===== config.mk =====
export PLATFORM = sky130hd
export DESIGN_NAME = twk_ctrl
export DESIGN_NICKNAME = d
export VERILOG_FILES = /design/src/rtl/twk_pkg.sv /design/src/rtl/twk_ctrl.sv
export SDC_FILE = /design/constraint.sdc
export NUM_CORES = 1
export LEC_CHECK = 0
export ABC_AREA = 1
export BUFFER_PORTS_ARGS = -buffer_cell sky130_fd_sc_hd__buf_4
export CAP_MARGIN = 20
export CORE_AREA = 2 2 39 41
export DETAILED_ROUTE_END_ITERATION = 8
export DIE_AREA = 0 0 41 43
export GPL_TIMING_DRIVEN = 0
export MAX_ROUTING_LAYER = met4
export PLACE_DENSITY = 0.45
export SLEW_MARGIN = 25
export SYNTH_ARGS = -nofsm -noshare
export SYNTH_HDL_FRONTEND = slang
export SYNTH_SLANG_ARGS = --single-unit

===== constraint.sdc =====
create_clock -name clk -period 1.5 [get_ports clk]
set_input_delay 0.3 -clock clk [delete_from_list [all_inputs] [get_ports clk]]
set_output_delay 0.3 -clock clk [all_outputs]
set_load 0.01 [all_outputs]

===== src/rtl/twk_pkg.sv =====
package twk_pkg;

	localparam int GLYPH_COUNT    = 256;
	localparam int WIDTH_BITS_DEF = 24;
	localparam int PAIR_SHIFT     = 8;
	localparam int KERN_DEPTH     = GLYPH_COUNT << PAIR_SHIFT;

	localparam logic [7:0] ESCAPE_BYTE  = 8'hA7;
	localparam logic [7:0] NEWLINE_BYTE = 8'h0A;
	localparam logic [7:0] MONO_ADVANCE = 8'd1;

	typedef enum logic [2:0] {
		FUNC_MEASURE    = 3'd0,
		FUNC_WR_ADV     = 3'd1,
		FUNC_WR_KERN    = 3'd2,
		FUNC_CLEAR_LOAD = 3'd3,
		FUNC_MONO       = 3'd4
	} func_t;

	typedef enum logic [2:0] {
		ST_IDLE,
		ST_READ,
		ST_KERN,
		ST_DRAW,
		ST_DONE,
		ST_CLEAR
	} state_t;

	typedef struct packed {
		logic latch_item;
		logic wr_adv;
		logic wr_kern;
		logic start_clear;
		logic fill_one;
		logic clearing;
		logic do_kern;
		logic do_draw;
		logic do_emit;
	} cmd_t;

	typedef struct packed {
		logic clear_done;
		logic out_busy;
		logic last;
	} stat_t;

endpackage


===== src/rtl/twk_ctrl.sv =====
module twk_ctrl (
	input  logic           clk,
	input  logic           arst_n,
	input  logic           s_tvalid,
	input  twk_pkg::func_t func,
	input  twk_pkg::stat_t stat,
	output logic           s_tready,
	output twk_pkg::cmd_t  cmd
);

	import twk_pkg::*;

	state_t state_q;
	state_t state_d;
	logic   accept;

	assign accept = s_tvalid && (state_q == ST_IDLE);

	always_ff @(posedge clk or negedge arst_n) begin
		if (!arst_n) begin
			state_q <= ST_CLEAR;
		end else begin
			state_q <= state_d;
		end
	end

	always_comb begin
		state_d = state_q;
		unique case (state_q)
			ST_IDLE: begin
				if (s_tvalid) begin
					unique case (func) inside
						FUNC_MEASURE:               state_d = ST_READ;
						FUNC_CLEAR_LOAD, FUNC_MONO: state_d = ST_CLEAR;
						default:                    state_d = ST_IDLE;
					endcase
				end
			end
			ST_READ:  state_d = ST_KERN;
			ST_KERN:  state_d = ST_DRAW;
			ST_DRAW:  state_d = stat.last ? ST_DONE : ST_IDLE;
			ST_DONE:  state_d = stat.out_busy ? ST_DONE : ST_IDLE;
			ST_CLEAR: state_d = stat.clear_done ? ST_IDLE : ST_CLEAR;
			default:  state_d = ST_IDLE;
		endcase
	end

	always_comb begin
		s_tready        = (state_q == ST_IDLE);
		cmd             = '0;
		cmd.latch_item  = accept && (func == FUNC_MEASURE);
		cmd.wr_adv      = accept && (func == FUNC_WR_ADV);
		cmd.wr_kern     = accept && (func == FUNC_WR_KERN);
		cmd.start_clear = accept && ((func == FUNC_CLEAR_LOAD) || (func == FUNC_MONO));
		cmd.fill_one    = (func == FUNC_MONO);
		cmd.clearing    = (state_q == ST_CLEAR);
		cmd.do_kern     = (state_q == ST_KERN);
		cmd.do_draw     = (state_q == ST_DRAW);
		cmd.do_emit     = (state_q == ST_DONE) && !stat.out_busy;
	end

endmodule


==> results.cfg <==
[drt]
ant_nets = 0
wire_per_inst_um = 9.424
via_count = 394
vias_per_cell = 4.283
drt_iter0_markers = 4
drt_pass1_iterations = 3
drc_errors = 0
drt_wl_total_um = 867

[min_path]
min-delay-start = s_tvalid
hp-class = in2reg
hold_end = state_q[0]
hold_depth = 3

[clocking]
cts_tree = built
clkSinkCount = 3
cts-root-buf = clkbuf_4
clk_pin_slew_ns = 0.04
insertion_delay_ns = 0.23
cts_htree_levels = 1
cts-buffers-inserted = 3
clk_path_buf_depth = 2

[synthesis]
synth.ff_latch_count = 3
synth_top_area_cell = dfstp_2
ys_seq_area_share_pct = 27.43
synth_area_leaders = dfstp_2, nor2_1, nand2_1
ys_types = 19
syn_area_per_cell_sq_um = 6.427
synth_area_sq_um = 282.8
yosys.area.top_type_share_pct = 18.58
synth_warnings = 0
synthCells = 44
syn-num-nets = 53

[floorplanning]
die-height_um = 43
die_w_um = 41
core_sq_mm = 0.001384
row_count = 14
ios = 19
die_area_sq_mm = 0.001763
start_util_pct = 20.43

[timing]
period_needed_ns = 1.524
setup_ws_ns = -0.02401
hold-worst-slack_ns = 0.3869
slew_headroom_pct = 86.91
rsz0062_at_grt = true
final-setup-viol-count = 4
fin_crit_sh_pct = 101.6
drv_slew = 0
fmax_mhz = 656.2
fin_tns_setup_ns = -0.05913
worst_pin_slew_ns = 0.1948
skew_ns = 0.003347
hold_violations = 0

[cells_and_area]
num-fill-cells = 143
final_common_cell = buf_4
multi_input_area_sq_um = 205.2
final-seq-area_sq_um = 78.83
final_cell_mix = buf_4, nand2_1, nor2_1, inv_1, nand3_1
reg.largest.list = state_q: 3 flops
fin_cells = 92
max_flop_register = state_q
layout-drive-gt1-share_pct = 60.53
syn2layout_area_growth_pct = 106.6
diodes = 0
nNetsFinal = 86
largest_reg_flops = 3

[global_routing]
grt_util_met2_pct = 17.50
grt_util_all_layers_pct = 11.95
antenna_found_initial = 0
grt_util_met1_pct = 12.58
grt_pass1_vias = 338
busiest_layer = met2
overflow = 0
grt_first_pass_wirelength_mm = 1.311
met3_usage_pct = 4.712
grt_max_degree = 6

[power_and_ir_drop]
power_leakage_nw = 0.2934
p_per_area_mw_per_mm2 = 1668
peakVddDrop_uv = 603.1
p_total_uw = 974.9

[setup_path]
worstReg2RegStart = state_q[0]
cp.arrival_ns = 1.22
critPathLaunchType = flip-flop
path_max_fanout = 5
path_class = reg2out
r2r_slack_ns = 0.16
r2r_end = state_q[2]
crit_required_ns = 1.20
end_kind = primary output
ff2ff_path_depth = 9

[run_status]
run_status = finished, violations left
violations = negative setup slack

[place]
place_inst = 78
io_buffers = 18
gp_congestion = 0.6580
dp_hpwl_um = 618.2

[run]
timing.max_cap.violations = 0
how the worst max path moves through the flow:
stage	start	to	slack (ns)	depth (start not counted)
final	state_q[1]	cmd[0]	-0.02	3
after global routing	state_q[1]	cmd[5]	-0.09	5
after CTS	state_q[0]	cmd[6]	-0.02	6
after detailed placement	state_q[1]	cmd[6]	0.05	6
after global placement	state_q[1]	cmd[6]	0.05	6
after floorplan	state_q[1]	cmd[6]	0.20	5
cells in the mapped netlist, drive strengths merged:
cell type   n
nor4        1
nand3       6
nand2       8
nor2       10
nor3        1
nor3b       1
and2        1
dfstp       2
a21oi       3
dfrtp       1
o21ai       1
clkinv      1
nand4       1
inv         7
critical path: stages, from the launching register on:
cell	delay, ns
dfrtp_2	0.42
buf_4	0.16
nor4_2	0.26
buf_4	0.16
logic make-up (layout without fill, tap and decap cells):
logic type             Yosys count  in the layout  synth area share [%]
DFF                              3              3                 27.43
AOI/OAI and AO/OA                4              4                 9.732
buffers and inverters            8             40                 11.06
and+or+nand+nor                 29             29                 51.78
metrics by stage:
| step | utilization (%) | setup slack (ns) | area [sq um] |
|---|---|---|---|
| floorplan | - | 0.2004 | 282.8 |
| global placement | 31.65 | 0.04981 | 437.9 |
| detailed placement | 31.65 | 0.04514 | 437.9 |
| CTS | 40.78 | -0.02383 | 564.3 |
| global route | 42.22 | -0.08630 | 584.3 |
| finish | 42.22 | -0.02401 | 584.3 |
report_power, final:
group | total (mW) | switching (mW) | internal [mW]
Sequential | 0.184 | 0.0394 | 0.144
Combinational | 0.652 | 0.329 | 0.323
Clock | 0.139 | 0.0399 | 0.0996
repair_timing:
item	4_1_cts	5_1_grt
buffers inserted	7	2
pin swaps	3	1
gates resized for setup	9	2
endpoints found under the hold margin	1	0
hold buffers	1	0
setup endpoints to repair	5	7
area by class of cell:
cell class | count | share of cell area (%)
repair buffers | 28 | 37.05
multi-input cells | 33 | 35.12
flip-flops and latches | 3 | 13.49
inverters | 8 | 6.424
clock buffers | 4 | 4.497
well taps | 16 | 3.426
routing by layer:
layer / routed length [um] / vias to the layer above
met4: 0 / 0
met5: 0 / -
met2: 475 / 7
li1: - / 206
met3: 41 / 0
met1: 350 / 181
(Power assumes the default switching activity.)
